[src/hw/rtl/lsh_pkg.sv]
// ----------------------------------------------------------------------------
// lsh_pkg
// shared types and constants of the 3x3 laplacian sharpening block
// ----------------------------------------------------------------------------
package lsh_pkg;

  localparam int LSH_MAX_WIDTH     = 2048;  // default line store depth
  localparam int LSH_MAX_HEIGHT    = 4096;
  localparam int LSH_MIN_DIM       = 3;
  localparam int LSH_CENTRE_WEIGHT = 9;
  localparam int LSH_OUT_DEPTH     = 4;     // result queue entries
  localparam int LSH_CH_W          = 8;
  localparam int LSH_NUM_CH        = 3;
  localparam int LSH_WIDTH_W       = 12;
  localparam int LSH_HEIGHT_W      = 13;
  localparam int LSH_ROW_W         = 12;
  localparam int LSH_CFG_W         = 13;
  localparam int LSH_IDX_W         = 1;

  typedef enum logic [LSH_IDX_W-1:0] {
    REG_FRAME_WIDTH  = 1'b0,
    REG_FRAME_HEIGHT = 1'b1
  } lsh_reg_t;

  // one pixel, channel 0 in the low byte
  typedef logic [LSH_NUM_CH-1:0][LSH_CH_W-1:0] lsh_pix_t;

  // one window column, row 0 is the top row
  typedef lsh_pix_t [2:0] lsh_col_t;

  // line store word: pixels of the two previous rows at one column
  typedef struct packed {
    lsh_pix_t middle;
    lsh_pix_t upper;
  } lsh_line_t;

  // per-item control that travels with the pixel
  typedef struct packed {
    logic produce;
    logic done;
  } lsh_tag_t;

  // one result item
  typedef struct packed {
    logic     done;
    lsh_pix_t sharp;
  } lsh_res_t;

endpackage

[src/hw/rtl/lsh_fifo.sv]
// ----------------------------------------------------------------------------
// lsh_fifo
// small result queue in flops, the head entry drives the output stream
// ----------------------------------------------------------------------------
module lsh_fifo #(
  parameter int DEPTH = 4
) (
  input  logic                       clk,
  input  logic                       rst,
  input  logic                       push,
  input  lsh_pkg::lsh_res_t          push_data,
  input  logic                       pop,
  output lsh_pkg::lsh_res_t          head,
  output logic [$clog2(DEPTH+1)-1:0] count
);

  localparam int PW   = (DEPTH > 1) ? $clog2(DEPTH) : 1;
  localparam int CNTW = $clog2(DEPTH + 1);

  lsh_pkg::lsh_res_t entries [DEPTH];
  logic [PW-1:0]     wr_ptr;
  logic [PW-1:0]     rd_ptr;
  logic              do_pop;

  assign do_pop = pop && (count != '0);
  assign head   = entries[rd_ptr];

  always_ff @(posedge clk) begin
    if (rst) begin
      wr_ptr <= '0;
      rd_ptr <= '0;
      count  <= '0;
    end else begin
      if (push) begin
        wr_ptr <= (wr_ptr == PW'(DEPTH - 1)) ? '0 : wr_ptr + PW'(1);
      end
      if (do_pop) begin
        rd_ptr <= (rd_ptr == PW'(DEPTH - 1)) ? '0 : rd_ptr + PW'(1);
      end
      unique case ({push, do_pop})
        2'b10:   count <= count + CNTW'(1);
        2'b01:   count <= count - CNTW'(1);
        default: count <= count;
      endcase
    end
  end

  always_ff @(posedge clk) begin
    if (push) begin
      entries[wr_ptr] <= push_data;
    end
  end

endmodule

[config.mk]
export PLATFORM = sky130hd
export DESIGN_NAME = lsh_fifo
export DESIGN_NICKNAME = d
export VERILOG_FILES = /design/src/hw/rtl/lsh_pkg.sv /design/src/hw/rtl/lsh_fifo.sv
export SDC_FILE = /design/constraint.sdc
export NUM_CORES = 1
export LEC_CHECK = 0
export CAP_MARGIN = 20
export CORE_ASPECT_RATIO = 1.5
export CORE_MARGIN = 4
export CORE_UTILIZATION = 56
export CTS_CLUSTER_SIZE = 20
export DETAILED_ROUTE_END_ITERATION = 10
export DONT_BUFFER_PORTS = 1
export GPL_TIMING_DRIVEN = 0
export PLACE_DENSITY = 0.74
export SLEW_MARGIN = 20
export SYNTH_ARGS = -nofsm -noshare
export SYNTH_HDL_FRONTEND = slang
export SYNTH_SLANG_ARGS = --single-unit
[constraint.sdc]
create_clock -name clk -period 1.8 [get_ports clk]
set_input_delay 0.09 -clock clk [delete_from_list [all_inputs] [get_ports clk]]
set_output_delay 0.09 -clock clk [all_outputs]
set_load 0.01 [all_outputs]
==> metrics.yaml, run 1 <==
cts:
  clk_pin_slew_ns: 0.09
  h-tree-depth: 3
  insertion_delay_ns: 0.36
  cts-root-buf: "clkbuf_8"
  cts.sinks: 109
  cts_tree: "built"
  clock_path_buffers: 2
  cts_buffers: 9
final_layout:
  seqCellArea_mm2: 0.00319
  fin_cells: 320
  multi_input_area_um2: 848
  layout_commonest_cell: "edfxtp_1"
  fillers: 454
  final_util_pct: 68.2
  final_nets: 254
  fin_area_mm2: 0.00476
  antenna_cells: 0
  area_delta_synth_final_pct: 16.2
  drive_gt1_share_pct: 24.7
  final_cell_mix: "edfxtp_1, dlygate4sd3_1, mux4_2"
sta:
  setup_viol: 1
  worstMarginPinSlew_ns: 0.697
  rsz0062_at_grt: "yes"
  skew_ns: 0.00985
  slew_violations: 0
  hold_viol: 0
  max_slew_margin_pct: 53.5
  fmax_mhz: 540
  fin_crit_sh_pct: 103
  fin_ws_ns: -0.0522
  fin_crit_ns: 1.85
placement:
  post-place-ws_ns: -0.186
  gp_congestion: 0.755
  placed_area_mm2: 0.00423
  port_buffers: 0
  hpwl_um: 4170
  dp.cells: 275
synth:
  syn_area_mm2: 0.00410
  yosys_warnings: 0
  synthCells: 178
  synth_top_area_cell: "edfxtp_1"
  synth_seq_cells: 109
  synth.top_cell.area_share_pct: 73.3
  ys_top_cells_by_area: "edfxtp_1, mux4_2, dfxtp_1"
  synth_nets: 214
  synth.distinct_cells: 21
  yosysSeqAreaShare_pct: 77.7
  avgSynthCellArea_um2: 23.0
floorplanning:
  die_h_um: 113
  core_mm2: 0.00699
  io_pins: 57
  start_util_pct: 58.6
  die_x_um: 77.9
  num_rows: 37
  die_area_mm2: 0.00878
worst_setup_path:
  arrival_ns: 2.14
  crit_path_max_fanout: 4
  crit_slowest_cell: "dfxtp_4"
  critical_path_required_ns: 2.09
  worst_setup_path_start_kind: "register"
  slowest_delay_ns: 0.38
  cp_num_buf_inv: 2
  worst-setup-path-type: "reg -> reg"
  end_kind: "register"
  critPathTopFamily: "compound AO/OA/AOI/OAI gates"
  path_cells: "o31ai_4, inv_1, ha_2, inv_2, fa_2, xor2_1, or3_1, a21oi_2"
pwr:
  p_seq_share_pct: 53.5
  powerDensity_mw_per_mm2: 1190
  p_comb_share_pct: 18.6
  p_switching_w: 0.00141
  netSwitchingFraction_pct: 24.9
  clkPwrFrac_pct: 27.9
  ir_worst_vdd_uv: 857
  p_leak_nw: 1.54
  power.internal_w: 0.00424
  totalPowerFinal_w: 0.00565
global_routing:
  grt_overflow: 0
  grt_pass1_vias: 1961
  grt_max_degree: 26
  track_usage_pct: 16.4
  grt_pass1_wl_um: 10500
  antenna_found_initial: 0
run_status:
  outcome: "finished with violations"
  violations: "setup timing"
route:
  post-route-drc-count: 0
  avgViaCountPerCell: 5.54
  postRouteAntennaNets: 0
  drt-wirelength-per-cell_um: 20.6
  drt-total-wl_um: 6580
  dr.first_iter.drc_count: 98
  vias: 1773
  firstDrtPassIters: 4
worst_hold_path:
  min_path_type: "in -> reg"
flow_run:
  maxCapViolCount: 0
## logic make-up after synthesis
logic type                 after synthesis  share of synthesized area, %
AOI/OAI and AO/OA                        6                         0.916
xor gates and xnor gates                 2                         0.427
adders and majority gates                7                          2.32
buffers and inverters                   13                          2.26
DFF                                    109                          77.7
muxes                                   27                          14.7
and+or+nand+nor                         14                          1.74
## tightest hold or removal path: stages
cell and delay [ns]:
nor3b_1 0.11, a21oi_1 0.12, nor2_1 0.04
## state kept, by name, indices dropped and copies added, names as in the netlist, named ones only
signal / count
entries: 100
wr_ptr: 2
rd_ptr: 2
count: 3
## power groups by stage
stage | Combinational (W) | Clock [W] | Sequential (W)
finish | 0.00105 | 0.00158 | 0.00302
detailed placement | 0.000948 | 0 | 0.00305
global route | 0.00114 | 0.00171 | 0.00304
floorplan | 0.000796 | 0 | 0.00303
global placement | 0.000913 | 0 | 0.00304
CTS | 0.00105 | 0.00160 | 0.00302
## stage by stage
| stage | hold WS [ns] | TNS (ns) |
|---|---|---|
| after floorplan | 0.159 | 0 |
| after global placement | 0.161 | -10.97 |
| after detailed placement | 0.166 | -0.214 |
| after CTS | 0.0358 | 0 |
| after global routing | 0.0702 | -0.145 |
| final | 0.0551 | -0.0522 |
## final timing paths
kind	startpoint	to	slack (ns)	depth (start not counted)
min reg2reg	rd_ptr[0]	rd_ptr[0]	0.53	2
max reg2reg	count[1]	count[2]	-0.05	8
min	push	wr_ptr[0]	0.06	3
max	count[1]	count[2]	-0.05	8
## Yosys cell counts
master    number
edfxtp_1     100
mux4_2        20
dfxtp_1        9
inv_1          7
ha_1           6
nor2_1         6
mux4_1         5
a21oi_1        4
and2_1         4
buf_12         2
buf_2          2
mux2i_1        2
or3_1          2
xor2_1         2
buf_6          1
clkbuf_2       1
fa_1           1
nand2_1        1
nor3b_1        1
o21ai_0        1
o31ai_2        1
## area by class of cell
cell class | count | area share (%)
clock inverters | 6 | 1.94
clock buffers | 10 | 2.68
plain buffers | 6 | 1.39
multi-input cells | 56 | 17.8
flip-flops and latches | 109 | 67.0
well taps | 97 | 2.55
repair buffers | 29 | 6.04
inverters | 7 | 0.551
## metal layers
| layer | vias to the layer above | track usage (%) | routed length [µm] |
|---|---|---|---|
| met5 | - | 0 | 0 |
| met4 | 0 | 6.41 | 99 |
| met3 | 9 | 4.54 | 361 |
| met2 | 44 | 29.3 | 3690 |
| met1 | 910 | 18.4 | 2420 |
| li1 | 810 | - | - |
## timing repair
item	in CTS	in global routing
hold buffers	28	0
gates resized for setup	9	3
setup buffers	1	0
pin swaps	1	1
setup endpoints to repair	2	2
endpoints found under the hold margin	109	0
No activity file was read; power rests on OpenSTA's default activity.
==> run 2, diff against run 1 <==
--- a/config.mk
+++ b/config.mk
@@ -6,14 +6,16 @@
 export NUM_CORES = 1
 export LEC_CHECK = 0
 export CAP_MARGIN = 20
+export CELL_PAD_IN_SITES_DETAIL_PLACEMENT = 1
+export CELL_PAD_IN_SITES_GLOBAL_PLACEMENT = 1
 export CORE_ASPECT_RATIO = 1.5
 export CORE_MARGIN = 4
-export CORE_UTILIZATION = 56
+export CORE_UTILIZATION = 49
 export CTS_CLUSTER_SIZE = 20
 export DETAILED_ROUTE_END_ITERATION = 10
 export DONT_BUFFER_PORTS = 1
 export GPL_TIMING_DRIVEN = 0
-export PLACE_DENSITY = 0.74
+export PLACE_DENSITY_LB_ADDON = 0.1
 export SLEW_MARGIN = 20
 export SYNTH_ARGS = -nofsm -noshare
 export SYNTH_HDL_FRONTEND = slang
==> constraint.sdc (replaced) <==
create_clock -name clk -period 1.8 [get_ports clk]
set_input_delay 0.18 -clock clk [delete_from_list [all_inputs] [get_ports clk]]
set_output_delay 0.18 -clock clk [all_outputs]
set_load 0.01 [all_outputs]
==> run 2 against run 1 <==
The run ends with hold timing left. Highest routed layer unchanged. Cell area is 2.8% higher. Setup slack better by 0.080 ns. Sequential share of layout area is 1.8 points lower. Critical path type unchanged. First-iteration DRC count fell by 6.1%. Largest power group unchanged. Clock-buffer cell count increased by 3.
==> metrics.yaml, run 2 (synthesis gave the netlist of run 1 again) <==
run_status:
  outcome: "finished with violations"
  violations: "hold timing"
pwr:
  p_seq_share_pct: 50.1  # -3.4 points
  p_comb_share_pct: 18.6  # about the same
  p_switching_w: 0.00143  # +1.9%
  p_leak_nw: 1.62  # +4.7%
  powerDensity_mw_per_mm2: 1230  # +4.0%
  ir_worst_vdd_uv: 596  # -30%
  netSwitchingFraction_pct: 23.7  # -1.2 points
  clkPwrFrac_pct: 31.3  # +3.4 points
  totalPowerFinal_w: 0.00604  # +6.9%
  power.internal_w: 0.00461  # +8.6%
final_layout:
  antenna_cells: 0  # unchanged
  max_flop_register: "entries"
  final_util_pct: 60.4  # -7.7 points
  final_cell_mix: "edfxtp_1, dlygate4sd3_1, mux4_2"
  largest_reg_flops: 100  # unchanged
  drive_gt1_share_pct: 24.3  # -0.33 points
  layout_commonest_cell: "edfxtp_1"
  area_delta_synth_final_pct: 19.5
  final_nets: 257  # +1.2%
  largestRegisters: "entries x100, count x3"
  fillers: 696  # +53%
floorplanning:
  start_util_pct: 50.6  # -8.1 points
  die_area_mm2: 0.00992  # +13%
  die_h_um: 120  # +6.4%
  core_mm2: 0.00811  # +16%
  num_rows: 40  # +8.1%
  die_x_um: 82.7  # +6.2%
  io_pins: 57  # unchanged
cts:
  cts-root-buf: "clkbuf_16"
  clk_pin_slew_ns: 0.07  # -0.02 ns
  postCtsHoldBufs: 29  # +3.6%
  insertion_delay_ns: 0.33  # -0.03 ns
  cts_tree: "built"
  cts_buffers: 9  # unchanged
  cts.sinks: 109  # unchanged
  clock_path_buffers: 2  # unchanged
  h-tree-depth: 3  # unchanged
sta:
  fin_crit_ns: 1.77  # -0.0801 ns
  fin_setup_tns_ns: 0  # +0.0522 ns
  setup_viol: 0  # -1
  fmax_mhz: 564  # +4.5%
  fin_crit_sh_pct: 98.5  # -4.4 points
  hold_viol: 3  # +3
  skew_ns: 0.00553  # -0.00432 ns
  slew_violations: 0  # unchanged
  max_slew_margin_pct: 54.2  # +0.69 points
  hold_ws_ns: -0.105  # -0.160 ns
  worstMarginPinSlew_ns: 0.687  # -0.0104 ns
  rsz0062_at_grt: "yes"
  fin_ws_ns: 0.0278  # +0.0801 ns
route:
  drt-total-wl_um: 7470  # +14%
  post-route-drc-count: 0  # unchanged
  vias: 1810  # +2.1%
  postRouteAntennaNets: 0  # unchanged
  avgViaCountPerCell: 5.47  # -1.3%
  dr.first_iter.drc_count: 92  # -6.1%
  firstDrtPassIters: 4  # unchanged
  drt-wirelength-per-cell_um: 22.6  # +9.8%
worst_setup_path:
  critical_path_required_ns: 2.07  # -0.02 ns
  crit_path_max_fanout: 4  # unchanged
  end_kind: "register"
  arrival_ns: 2.04  # -0.10 ns
  cp_common_cell: "inv_1"
  r2r-end: "count[2]"
  path_cells: "o31ai_4, inv_1, ha_2, inv_1, fa_2, xor2_1, or3_1, a21oi_1"
  rr_worst_depth: 8  # unchanged
  worst-setup-path-type: "reg -> reg"
  worst_setup_path_start_kind: "register"
  crit_slowest_cell: "dfxtp_4"
  r2r-start: "count[0]"
  reg2reg_slack_ns: 0.03  # +0.08 ns
  slowest_delay_ns: 0.39  # about the same
global_routing:
  grt_pass1_wl_um: 11300  # +7.8%
  grt_pass1_vias: 2051  # +4.6%
  grt_overflow: 0  # unchanged
  track_usage_pct: 16.3  # -0.11 points
  grt_max_degree: 26  # unchanged
  antenna_found_initial: 0  # unchanged
flow_run:
  maxCapViolCount: 0  # unchanged
worst_hold_path:
  min_path_type: "in -> reg"
  holdPathEnd: "count[2]"
  hold_depth: 1  # -2
  min-delay-start: "rst"
placement:
  gp_congestion: 0.710  # -6.0%
  post-place-ws_ns: -0.209  # -0.0232 ns
  port_buffers: 0  # unchanged
  hpwl_um: 4740  # +14%
-- run 2: repair_timing --
item | in CTS | in global routing
setup endpoints to repair | 13 | 7
setup buffers | 2 | 0
gates cloned | 0 | 1
gates resized for setup | 11 | 2
endpoints found under the hold margin | 109 | 3
pin swaps | 2 | 2
-- run 2: cell type report --
| cell class | count | area [µm²] | share of cell area [%] |
|---|---|---|---|
| inverter | 7 | 26.3 | 0.536 |
| sequential | 109 | 3200 | 65.2 |
| timing repair buffer | 32 | 330 | 6.74 |
| buffer | 6 | 75.1 | 1.53 |
| clock inverter | 3 | 17.5 | 0.358 |
| tap | 105 | 131 | 2.68 |
| multi-input combinational | 56 | 842 | 17.2 |
| clock buffer | 13 | 282 | 5.75 |
-- run 2: worst max path at each step --
stage	start	cells after the start	end
CTS	count[0]	8	count[2]
detailed placement	count[2]	8	count[2]
floorplan	count[0]	8	count[2]
global route	count[0]	8	count[2]
global placement	wr_ptr[0]	3	entries[0][4]
finish	count[0]	8	count[2]
-- run 2: per-layer routing --
layer  global-route usage (%)  wire [µm]
met5                        0          0
met4                     5.21         85
met3                     4.65        381
met2                     29.1       4360
met1                     18.2       2650
-- run 2: power groups by stage --
stage | clock (W) | combinational (W) | sequential (W)
6_report | 0.00189 | 0.00112 | 0.00303
5_1_grt | 0.00204 | 0.00123 | 0.00304
4_1_cts | 0.00194 | 0.00111 | 0.00303
3_5_place_dp | 0 | 0.000967 | 0.00306
3_3_place_gp | 0 | 0.000924 | 0.00304
2_1_floorplan | 0 | 0.000796 | 0.00303
-- run 2: through the flow --
step / std cells / cell area, µm²
CTS: 330 / 4870
detailed placement: 283 / 4240
floorplan: 178 / 4100
global route: 331 / 4900
finish: 331 / 4900
global placement: 283 / 4230
-- run 2: worst max-delay path, delay by kind of cell (launching register included) --
family	cells	cell delay (ns)
XOR/XNOR	1	0.17
adder cells (fa/ha/maj)	2	0.50
flip-flops	1	0.39
buffers and inverters	2	0.12
AND/OR/NAND/NOR	1	0.32
AO/OA/AOI/OAI	2	0.19
