==> src/hw/rtl/lsh_pkg.sv <==
// ----------------------------------------------------------------------------
// lsh_pkg
// shared types and constants of the 3x3 laplacian sharpening block
// ----------------------------------------------------------------------------
package lsh_pkg;

  localparam int LSH_MAX_WIDTH     = 2048;  // default line store depth
  localparam int LSH_MAX_HEIGHT    = 4096;
  localparam int LSH_MIN_DIM       = 3;
  localparam int LSH_CENTRE_WEIGHT = 9;
  localparam int LSH_OUT_DEPTH     = 4;     // result queue entries
  localparam int LSH_CH_W          = 8;
  localparam int LSH_NUM_CH        = 3;
  localparam int LSH_WIDTH_W       = 12;
  localparam int LSH_HEIGHT_W      = 13;
  localparam int LSH_ROW_W         = 12;
  localparam int LSH_CFG_W         = 13;
  localparam int LSH_IDX_W         = 1;

  typedef enum logic [LSH_IDX_W-1:0] {
    REG_FRAME_WIDTH  = 1'b0,
    REG_FRAME_HEIGHT = 1'b1
  } lsh_reg_t;

  // one pixel, channel 0 in the low byte
  typedef logic [LSH_NUM_CH-1:0][LSH_CH_W-1:0] lsh_pix_t;

  // one window column, row 0 is the top row
  typedef lsh_pix_t [2:0] lsh_col_t;

  // line store word: pixels of the two previous rows at one column
  typedef struct packed {
    lsh_pix_t middle;
    lsh_pix_t upper;
  } lsh_line_t;

  // per-item control that travels with the pixel
  typedef struct packed {
    logic produce;
    logic done;
  } lsh_tag_t;

  // one result item
  typedef struct packed {
    logic     done;
    lsh_pix_t sharp;
  } lsh_res_t;

endpackage

==> src/hw/rtl/lsh_window.sv <==
// ----------------------------------------------------------------------------
// lsh_window
// 3x3 window registers and the per-channel sharpening kernel
// ----------------------------------------------------------------------------
module lsh_window (
  input  logic              clk,
  input  logic              rst,
  input  logic              in_valid,
  input  lsh_pkg::lsh_col_t in_col,
  input  lsh_pkg::lsh_tag_t in_tag,
  output logic              out_valid,
  output lsh_pkg::lsh_res_t out_res
);

  lsh_pkg::lsh_col_t win_old;
  lsh_pkg::lsh_col_t win_mid;
  lsh_pkg::lsh_col_t kern_left;
  lsh_pkg::lsh_col_t kern_mid;
  lsh_pkg::lsh_col_t kern_right;
  logic              kern_done;

  function automatic logic [lsh_pkg::LSH_CH_W-1:0] sat_byte(logic signed [13:0] v);
    logic [lsh_pkg::LSH_CH_W-1:0] r;
    if (v < 14'sd0) begin
      r = '0;
    end else if (v > 14'sd255) begin
      r = '1;
    end else begin
      r = v[lsh_pkg::LSH_CH_W-1:0];
    end
    return r;
  endfunction

  // window shift; the older column drops out on every pixel
  always_ff @(posedge clk) begin
    if (rst) begin
      win_old   <= '0;
      win_mid   <= '0;
      out_valid <= 1'b0;
    end else begin
      out_valid <= in_valid & in_tag.produce;
      if (in_valid) begin
        win_old <= win_mid;
        win_mid <= in_col;
      end
    end
  end

  always_ff @(posedge clk) begin
    if (in_valid) begin
      kern_left  <= win_old;
      kern_mid   <= win_mid;
      kern_right <= in_col;
      kern_done  <= in_tag.done;
    end
  end

  // centre weighted nine times, the eight neighbours subtracted
  always_comb begin
    logic [10:0]        nsum;
    logic [11:0]        cw;
    logic signed [13:0] acc;
    out_res.done = kern_done;
    for (int ch = 0; ch < lsh_pkg::LSH_NUM_CH; ch++) begin
      nsum = 11'(kern_left[0][ch]) + 11'(kern_left[1][ch]) + 11'(kern_left[2][ch])
           + 11'(kern_mid[0][ch]) + 11'(kern_mid[2][ch])
           + 11'(kern_right[0][ch]) + 11'(kern_right[1][ch]) + 11'(kern_right[2][ch]);
      cw   = 12'(lsh_pkg::LSH_CENTRE_WEIGHT) * 12'(kern_mid[1][ch]);
      acc  = $signed({2'b00, cw}) - $signed({3'b000, nsum});
      out_res.sharp[ch] = sat_byte(acc);
    end
  end

endmodule

==> config.mk <==
export PLATFORM = sky130hd
export DESIGN_NAME = lsh_window
export DESIGN_NICKNAME = d
export VERILOG_FILES = /design/src/hw/rtl/lsh_pkg.sv /design/src/hw/rtl/lsh_window.sv
export SDC_FILE = /design/constraint.sdc
export NUM_CORES = 1
export LEC_CHECK = 0
export BUFFER_PORTS_ARGS = -buffer_cell sky130_fd_sc_hd__buf_2
export CAP_MARGIN = 20
export CORE_ASPECT_RATIO = 1.75
export CORE_UTILIZATION = 40
export DETAILED_ROUTE_END_ITERATION = 7
export PLACE_DENSITY = 0.67
export SETUP_SLACK_MARGIN = 0.02
export SYNTH_ARGS = -nofsm -noshare
export SYNTH_HDL_FRONTEND = slang
export SYNTH_SLANG_ARGS = --single-unit
==> constraint.sdc <==
create_clock -name clk -period 9.4 [get_ports clk]
set_clock_uncertainty 0.15 [all_clocks]
set_input_delay 0.47 -clock clk [delete_from_list [all_inputs] [get_ports clk]]
set_output_delay 0.47 -clock clk [all_outputs]
set_load 0.01 [all_outputs]
==> results of run 1 <==
placed cells by master (no fill, tap or decap), drive strengths merged, types with 4 or more instances in the layout:
master,synthesis,routed
buf,14,107
nor2b,4,4
dlygate4sd3,0,64
and3,6,6
nand2,10,10
o31ai,4,4
xnor2,15,15
nand2b,4,4
nor2,159,159
dfxtp,145,145
a211oi,6,6
xor2,6,6
mux2i,147,147
clkinv,0,9
ha,72,72
clkbuf,24,47
a21o,7,7
nand3,9,9
o21a,11,11
fa,186,186
and2,7,7
o21ai,9,9
a21oi,35,35
o31a,10,10
edfxtp,217,217
inv,381,382
final cells by class:
class | instances | area, um2
fill | 4215 | 25000
sequential | 362 | 9420
multi-input combinational | 746 | 8030
inverter | 381 | 1430
timing repair buffer | 171 | 1200
clock buffer | 47 | 931
tap | 588 | 736
clock inverter | 13 | 101
antenna | 1 | 2.50
through the flow:
stage / area [um2] / std cells / setup WS (ps)
floorplan: 19000 / 1527 / 4200
global placement: 20200 / 2184 / 3780
detailed placement: 20200 / 2184 / 3680
CTS: 21800 / 2308 / 3100
global route: 21800 / 2308 / 2870
finish: 21900 / 2309 / 3110
what timing repair did:
item,4_1_cts,5_1_grt
endpoints found under the hold margin,64,0
hold buffers,64,0
buffers inserted,0,0
per-layer routing:
layer  routed length (um)  vias up  GRT usage [%]
li1                     -     5195              -
met1                12600     5213           15.3
met2                18200      151           27.4
met3                  971       58           1.84
met4                 1110        0           5.83
met5                    0        -              0
registers in the layout, summed over array words and instances (netlist names):
signal,count
kern_done,1
kern_left,72
kern_mid,72
kern_right,72
out_valid,1
win_mid,72
win_old,72
worst register-to-register path: stages (launching register included):
cell and delay, ps:
sky130_fd_sc_hd__dfxtp_1 340, sky130_fd_sc_hd__mux2i_1 150, sky130_fd_sc_hd__nor2_1 50
path summary, 6_finish.rpt:
path | startpoint | endpoint | slack (ps) | cells past startpoint
min reg2reg | win_old[0] | kern_left[0] | 270 | 0
max reg2reg | win_mid[44] | win_old[44] | 8550 | 2
min | in_col[13] | kern_right[13] | 30 | 1
max | kern_left[11] | out_res[12] | 3110 | 16
cell families after synthesis:
family | after synthesis | synth area share [%]
mux | 148 | 7.78
fa+ha+maj | 261 | 24.4
buf+inv | 419 | 8.38
compound gates | 106 | 4.19
xor+xnor | 21 | 0.966
flops | 362 | 49.5
simple gates | 210 | 4.79
==> run summary, run 1 <==
The run finished with clean final reports. Once detail routing completed, the nets flagged for antenna violations numbered 0. The detailed-route wire length per cell is about 14 um.

The start-to-end type of the worst setup path is flop to primary output. The class of the tightest hold or removal check is primary input to flop. The standard cell core area came out at between 40000 and 50000 um2. For this run, asynchronously set or reset flops after synthesis account for 0%. The post-synthesis instance area is between 15000 and 20000 um2. Synthesis produced a netlist with a net count of 1862. After the first detailed-routing iteration, the DRC count stood at ~280. Setup repair after global routing left no endpoint under its margin. The fraction of final layout cells with drive strength greater than 1 is 10.1%.

In the finished design, the share of the clock period the worst path needs comes to between 60% and 70%. During placement, the flow inserted port buffers numbering 102. For the pin with the worst max-slew slack, the measured transition is 1070 ps.

At the worst endpoint, the required time is about 8800 ps. The total of endpoints with negative setup slack in the final report came out at 0. The share of synthesized area occupied by flip-flops and latches is just under 50%.

The synthesized area per cell is around 12 um2. The final HPWL from detailed placement is 24700 um. The maximum fanout count along the critical path came out at 8. The number of global-route vias before repair came out at around 12000.

The initial antenna violation count came out at 1. Across the run, the number of max-cap violations was 0. The remaining max-slew budget at the tightest pin is around 29%.

The number of clock sinks seen by CTS is about 360. The number of cell rows came out at ~110. Counting distinct cell types in the post-synthesis netlist gives 63. The number of flops mapped to enable cells by yosys is 217. In the routed design, unresolved DRC markers number 0.

For this run, the share of the core covered by cells in the final layout is a little under half. The overall track demand over capacity in global routing came out at roughly 14%. Entering global routing, the biggest net connects approximately 110 pins. In the synthesized netlist, the cells that appear most often are sky130_fd_sc_hd__inv_1, sky130_fd_sc_hd__edfxtp_1, sky130_fd_sc_hd__fa_1. The wire length of the first global-routing pass came out at 55300 um. The arrival time of the worst setup path came out at roughly 5700 ps.

The full die area is 48500 um2. The yosys synthesis warning count came out at 0. The count of endpoints failing hold in the final timing report is 0. The fmax came out at roughly 160 MHz. The CTS clock-pin slew for the worst setup and hold paths is 60 ps. After detailed routing, the total wire length is roughly 33000 um.

The largest total area in the synthesized netlist belongs to sky130_fd_sc_hd__edfxtp_1. Among all cell types in the netlist, the one instantiated most often is sky130_fd_sc_hd__inv_1. Together, buffers and inverters on the worst path number 4. The total vias in the final route came out at around 11000. For this run, the post-layout net count is between 2000 and 2500. Traced cell by cell, the critical path runs through fa_1 > fa_1 > inv_1 > fa_1 > fa_1 > inv_1 > fa_1 > inv_1 > ha_1 > nor2b_1 > o2111ai_1 > a21oi_1 > o221ai_2 > a2111oi_4 > a21oi_1 > buf_2. The worst setup path is captured at a primary output. The register bit total from synthesis is around 360.

The number of cells upsized or downsized after cts came out at 0. The clock tree synthesis step divided the H-tree into 2 levels. The final critical-path required period is 6290 ps.

The die height is about 290 um. The final count of pins violating max slew is 0. TritonCTS built the clock tree. The synthesis-to-layout area growth came out at 14.7%. The I/O pin count came out at slightly above 100. The maximum clock path buffer count is 3. Routability-driven placement finished with a final weighted congestion of about 0.85. The top cell type's share of synthesized area came out at around 34%. The total CTS buffers is 35.

The tightest hold path in the finished design has a slack of between 30 and 40 ps. The buffer type at the clock tree root is sky130_fd_sc_hd__clkbuf_16. The critical path's largest stage delay is between 500 and 600 ps.

The total negative setup slack is 0 ps. The total iterations of the first detailed-routing run is 7. Ranked by total cell area, the synthesized netlist is headed by sky130_fd_sc_hd__edfxtp_1, sky130_fd_sc_hd__fa_1, sky130_fd_sc_hd__dfxtp_1, sky130_fd_sc_hd__mux2i_1, sky130_fd_sc_hd__inv_1.

Among cell families on the critical path, the largest total delay comes from adder cells. By instance count, the cell type seen most on the critical path is sky130_fd_sc_hd__fa_1. The die is 167 um wide. The cell with the biggest individual delay on the critical path is sky130_fd_sc_hd__a2111oi_4. The later pin in the worst-skew pair is clocked with a latency of 520 ps. For this configuration, the core starts out at a cell density of approximately 41%. The worst setup path is launched from a flop. The via count normalized by instance count is between 4 and 5. After global routing the overflow that remains totals 0. The synthesized instance count came out at roughly 1500.

In the synthesized netlist the dominant register cell turns out to be sky130_fd_sc_hd__edfxtp_1.
Power of run 1 is left out: the tool's default activity adds up to more than one toggle a clock period on the data nets, which glitch-free logic cannot reach.
==> run 2: changes to the inputs <==
clock period = 6 ns   (was 9.4 ns; I/O delays follow)
==> run summary, run 2 (synthesized netlist as in run 1, its figures left out) <==
The first global-routing pass estimated 55900 um of wire. The final critical-path required period is about 5900 ps. The layout filler cell count came out at around 4100. The timing endpoint of the critical path is out_res[0]. In the final layout, the share of cells above drive strength 1 is between 10 and 15%. The standard cell core area is approximately 47000 um2. For this run, the post-layout net count is approximately 2100. The die height came out at 291 um. Tracing the worst setup path back leads to its startpoint at kern_mid[55]. The buffer type at the clock tree root is sky130_fd_sc_hd__clkbuf_16. The total wire length is around 33000 um.

Leaving out fill and tap cells, the most frequent cell in the layout is sky130_fd_sc_hd__inv_1. The I/O pin count came out at just over 100. The later pin in the worst-skew pair is clocked with a latency of 530 ps.

The largest net degree at the start of global routing came out at about 140. The total of max-cap violations is 0. The total of endpoints with negative setup slack in the final report is 0. The detailed-route wire length per cell came out at about 14 um. The flow ran to the end, and the final reports show no timing, DRC or antenna violations. The H-tree generated during clock tree synthesis spans 2 levels. The count of endpoints failing hold in the final timing report is 0. The CTS tree is done. Once detail routing completed, the nets flagged for antenna violations numbered 0.

Headroom to the max-slew limit came out at 41.9%. After clock tree synthesis, the clock-pin slew on the worst setup and hold paths is around 60 ps. The full die area came out at slightly below 50000 um2. The synthesis-to-layout area growth is 18.4%. The total negative setup slack came out at 0 ps. The number of cell rows came out at approximately 110. The number of antenna repair diodes came out at 0.

The worst setup path is captured at a primary output. The fmax is between 150 and 200 MHz. The total iterations of the first detailed-routing run came out at 4.

The initial core utilization came out at about two fifths. The total of buffers placed on input and output ports came out at ~100. The maximum clock path buffer count came out at 3. The total global routing overflow is 0. The initial DRC count came out at 265. The class of the tightest hold or removal check is primary input to flop. In this run the critical register-to-register path is captured at win_mid[29]. Across all layers, the routed design uses between 10000 and 15000 vias. The required time of the critical path is around 5600 ps. Setup repair after global routing could not meet its margin everywhere. The arrival time of the worst setup path is ~5400 ps.

Of the available clock period, the critical path in the final layout requires a little over nine tenths. The number of global-route vias before repair is between 10000 and 15000. The beginning of the worst register-to-register path is win_mid[29]. The number of clock sinks seen by CTS is between 300 and 400. The worst setup slack for register-to-register paths came out at between 5000 and 6000 ps.

The HPWL after detailed placement is between 20000 and 25000 um. Leaving out fill and tap cells, the most frequent cells in the layout are sky130_fd_sc_hd__inv_1, sky130_fd_sc_hd__edfxtp_1, sky130_fd_sc_hd__fa_1. The final count of pins violating max slew was 0. The startpoint type of the worst setup path is a flop. The via count normalized by instance count came out at about 4.6. The final weighted congestion in routability-driven placement came out at between 0.8 and 0.9. The setup path with the least slack is of type flop to primary output. In the global route stage, overall resource usage came out at roughly 14%. The initial antenna violation count is 1. The cell count of the worst reg-to-reg path is 2. The DRC violation count after routing is 0.

The total CTS buffers is 35. The x dimension of the die came out at ~170 um. The slew at the pin with the worst max-slew slack is 871 ps.

The maximum fanout count along the critical path came out at 8.
run 2: changes by cell type in the layout (fill, tap and decap cells not counted), moves of 10 or more:
cell,delta
sky130_fd_sc_hd__a21oi_2,+14
sky130_fd_sc_hd__a21oi_1,-14
sky130_fd_sc_hd__dlygate4sd3_1,+10
sky130_fd_sc_hd__ha_1,-14
sky130_fd_sc_hd__ha_4,+11
run 2: timing repair:
item,in CTS,in global routing
gates resized for setup,19,54
endpoints found under the hold margin,146,0
hold buffers,74,0
pin swaps,14,54
endpoints found under the setup margin,24,24
setup buffers,5,8
run 2: worst min-delay path by stage:
stage | start | cells past startpoint | slack, ps | to
floorplan | in_tag[0] | 0 | 250 | kern_done
global placement | win_old[66] | 0 | 260 | kern_left[66]
detailed placement | win_old[7] | 0 | 260 | kern_left[7]
CTS | in_valid | 1 | 160 | kern_right[56]
global route | in_valid | 1 | 170 | kern_right[32]
finish | in_valid | 1 | 140 | kern_right[56]
run 2: cell type report:
class / count / area [um2] / share of cell area, %
Clock buffer: 43 / 948 / 4.21
Tap cell: 588 / 736 / 3.26
Clock inverter: 20 / 239 / 1.06
Inverter: 381 / 1430 / 6.34
Sequential cell: 362 / 9420 / 41.8
Timing Repair Buffer: 192 / 1420 / 6.28
Multi-Input combinational cell: 746 / 8360 / 37.1
run 2: worst max-delay path, cell delays in order (launching register included):
cell	delay, ps
sky130_fd_sc_hd__edfxtp_1	410
sky130_fd_sc_hd__fa_1	520
sky130_fd_sc_hd__fa_1	550
sky130_fd_sc_hd__inv_1	50
sky130_fd_sc_hd__fa_1	470
sky130_fd_sc_hd__fa_1	500
sky130_fd_sc_hd__inv_1	50
sky130_fd_sc_hd__fa_1	470
sky130_fd_sc_hd__inv_1	40
sky130_fd_sc_hd__ha_1	370
sky130_fd_sc_hd__a21oi_2	230
sky130_fd_sc_hd__or3b_1	390
sky130_fd_sc_hd__mux2i_1	190
sky130_fd_sc_hd__nand3_2	190
sky130_fd_sc_hd__o31a_1	330
sky130_fd_sc_hd__buf_2	140
run 2: routing by layer:
| layer | wire length (um) | part of all wire [%] | track usage, % | vias up |
|---|---|---|---|---|
| met5 | 13 | 0.039 | 0 | - |
| met4 | 1310 | 3.9 | 6.28 | 2 |
| met3 | 1020 | 3.1 | 2.07 | 79 |
| met2 | 18500 | 55 | 28.0 | 162 |
| met1 | 12500 | 38 | 15.2 | 5299 |
| li1 | - | - | - | 5249 |
run 2: stage by stage:
stage	worst slack [ps]	cells	util (%)	area (um2)	hold WS [ps]
finish	132	2332	48.1	22500	144
global route	-132	2332	48.1	22500	174
CTS	27.3	2324	47.4	22200	162
detailed placement	467	2182	43.0	20200	264
global placement	549	2182	43.0	20200	258
floorplan	967	1527	-	19000	249
Power of run 2 is left out for the same reason.
==> run 3: changes to the inputs <==
ABC_AREA = 1   (was not set)
clock period = 6.6 ns   (was 6 ns; I/O delays follow)
==> run summary, run 3 <==
The critical path goes through inv_1 > fa_1 > fa_1 > fa_1 > fa_1 > inv_1 > fa_1 > inv_1 > fa_1 > nand2_1 > nand3_1 > nand3_1 > nand2_1 > nand2_1 > nand3_1 > nor2_4 > nand3_1 > nand2_1 > inv_1 > buf_2. At the end of routability-driven placement, the weighted congestion stood at ~0.85. The slew at the pin with the worst max-slew slack came out at approximately 1000 ps. The worst setup path is launched from a flop. The number of clock sinks seen by CTS is 362. The total of buffers placed on input and output ports is 102. The remaining max-slew budget at the tightest pin is 32.7%. The synthesized instance count is between 1500 and 2000. Entering global routing, the biggest net connects approximately 110 pins. After synthesis, the netlist uses 28 different library cells. Of all cell types, the one taking the most synthesized area is sky130_fd_sc_hd__edfxtp_1. The commonest cells after synthesis are sky130_fd_sc_hd__inv_1, sky130_fd_sc_hd__nand2_1, sky130_fd_sc_hd__edfxtp_1. The class of the tightest hold or removal check is primary input to flop. Of all flip-flops after synthesis, the portion carrying an async set or reset was 0%. The total global routing overflow came out at 0. The prevailing post-synth register cell is sky130_fd_sc_hd__edfxtp_1.

The number of levels in the clock H-tree is 2. For the final routed database, the setup TNS stands at 0 ps. The initial antenna violation count came out at 1. The fraction of final layout cells with drive strength greater than 1 is about 8.9%.

The final HPWL from detailed placement is roughly 26000 um. The first global-routing pass estimated around 60000 um of wire. The total of max-cap violations is 0. The post-route antenna net violation count is 0.

The library cell used most frequently in the layout, excluding fill and tap cells, is sky130_fd_sc_hd__inv_1. For this run, global-route usage on met3 was measured as approximately 2.0%. The critical path's largest stage delay is approximately 570 ps. The total wire length is about 36000 um. The CTS clock-pin slew for the worst setup and hold paths came out at approximately 70 ps. The share of synthesized area occupied by flip-flops and latches came out at between 40% and 50%.

The total vias in the final route is 12000. The number of global-route vias before repair came out at around 13000. The period utilization is a little under nine tenths. The post-layout net count is around 2400.

The count of endpoints failing hold in the final timing report is 0. The synthesis-to-layout area growth came out at 16.1%. The number of cells upsized or downsized after cts came out at 0. The arrival time of the worst setup path came out at between 5000 and 6000 ps. The most common cell in the synthesized netlist is sky130_fd_sc_hd__inv_1. For met1 alone, demand over resource in global routing was around 16%. The instance area after placement is between 20000 and 25000 um2. The x dimension of the die came out at ~170 um. For this run, the detailed router's first-pass iteration total came to 5. Using the TritonRoute via totals, the vias-per-cell ratio works out to between 4 and 5. The die is ~290 um tall. Buffers inserted during clock tree synthesis total 36.

TritonCTS built the clock tree. Setup violations remaining at the end of the flow were counted as 0. Global routing consumed, on the met2 layer, a little under a third of the routing resources.

In this run the most used layer during global routing was met2. Setup repair after global routing left no endpoint under its margin. The DRC violation count after routing is 0. Leaving out fill and tap cells, the most frequent cells in the layout are sky130_fd_sc_hd__inv_1, sky130_fd_sc_hd__nand2_1, sky130_fd_sc_hd__edfxtp_1. Data on the critical path is required at its endpoint by slightly above 6000 ps. The cell with the biggest individual delay on the critical path is sky130_fd_sc_hd__fa_1. Ranked by total cell area, the synthesized netlist is headed by sky130_fd_sc_hd__edfxtp_1, sky130_fd_sc_hd__fa_1, sky130_fd_sc_hd__dfxtp_1, sky130_fd_sc_hd__inv_1, sky130_fd_sc_hd__nand2_1. The final count of pins violating max slew is 0. The fmax came out at about 180 MHz. The maximum fanout count along the critical path came out at 8. Counting I/O delays and the setup requirement, the final critical path takes between 5000 and 6000 ps. Pin placement for this block handled around 100 I/O pins. The clock passes through at most 3 buffers. The post-synthesis instance area came out at around 19000 um2. The capturing element type of the critical path is a primary output. The synthesized area per cell is just over 10 um2.

The number of antenna repair diodes came out at 0. The cell that appears most often on the critical path is sky130_fd_sc_hd__fa_1. By startpoint and endpoint, the worst setup path is classified as flop to primary output. The full die area is roughly 49000 um2. The initial utilization of the core area, before any placement, comes to roughly two fifths. The standard cell core area is 47000 um2. The number of nets handed over by synthesis was ~2200. The synthesized design contains 217 enable-type register cells. The number of cell rows came out at roughly 110. The flow ran to the end, and the final reports show no timing, DRC or antenna violations. Summing all non-filler instances in the final layout gives an area of 22200 um2. The initial DRC count came out at 483. In the final routed layout, each cell accounts on average for approximately 14 um. The overall track demand over capacity in global routing came out at 15.4%. The synthesized design devotes to its leading area cell type 34.0% of total area. The yosys synthesis warning count came out at 0. In this run the clock root is driven by a sky130_fd_sc_hd__clkbuf_16.

The register bit total from synthesis came out at ~360. The insertion delay of the later-clocked pin in the worst-skew pair is approximately 520 ps.
[run 3: cell types whose count changed after synthesis, moves of 8 or more]
cell                       delta
sky130_fd_sc_hd__a21oi_1    +122
sky130_fd_sc_hd__clkbuf_1     +8
sky130_fd_sc_hd__inv_1       +68
sky130_fd_sc_hd__mux2i_1    -147
sky130_fd_sc_hd__nand2_1    +426
sky130_fd_sc_hd__nand3_1     +35
sky130_fd_sc_hd__nor2_1     -110
sky130_fd_sc_hd__o21a_1       -9
sky130_fd_sc_hd__o31a_1      -10
sky130_fd_sc_hd__xnor2_1      -8
[run 3: what timing repair did]
| action | CTS | global route |
|---|---|---|
| hold buffers | 74 | 0 |
| buffers inserted | 0 | 0 |
| hold endpoints to repair | 146 | 0 |
[run 3: final cells by class]
class / count / area (um2)
clock inverter: 21 / 241
sequential: 362 / 9420
fill: 4338 / 24800
clock buffer: 45 / 976
inverter: 454 / 1710
tap: 588 / 736
timing repair buffer: 182 / 1330
multi-input combinational: 987 / 7820
[run 3: per-layer routing]
metal	up-vias	part of all wire, %
met3	73	2.7
met5	-	0.036
met4	2	3.6
met2	183	57
li1	5961	-
met1	5807	37
[run 3: worst paths after layout]
path	startpoint	endpoint	slack (ps)	depth (start not counted)
max	kern_mid[66]	out_res[21]	910	20
min	in_valid	win_old[32]	130	3
max reg2reg	win_mid[2]	win_mid[2]	5720	2
min reg2reg	win_old[28]	kern_left[28]	270	0
[run 3: logic make-up after synthesis]
kind of cell	after synthesis	synth area share, %
simple gates	546	11.4
buf+inv	502	9.92
flops	362	49.2
fa+ha+maj	258	24.2
compound gates	166	4.49
xor+xnor	17	0.778
[run 3: worst max-delay path, delay by kind of cell, from the launching register on]
family                     cells  cell delay, ps
and+or+nand+nor                9             910
adders and majority gates      6            3090
buffers and inverters          5             340
DFF                            1             340
[run 3: per-stage QoR]
step	utilization, %	hold WS, ps	std cells	worst slack [ps]
floorplan	-	259	1851	1790
global placement	43.0	262	2498	1500
detailed placement	43.0	264	2498	1440
CTS	47.2	154	2638	859
global route	47.3	164	2639	594
finish	47.3	132	2639	912
Power of run 3 is left out for the same reason.
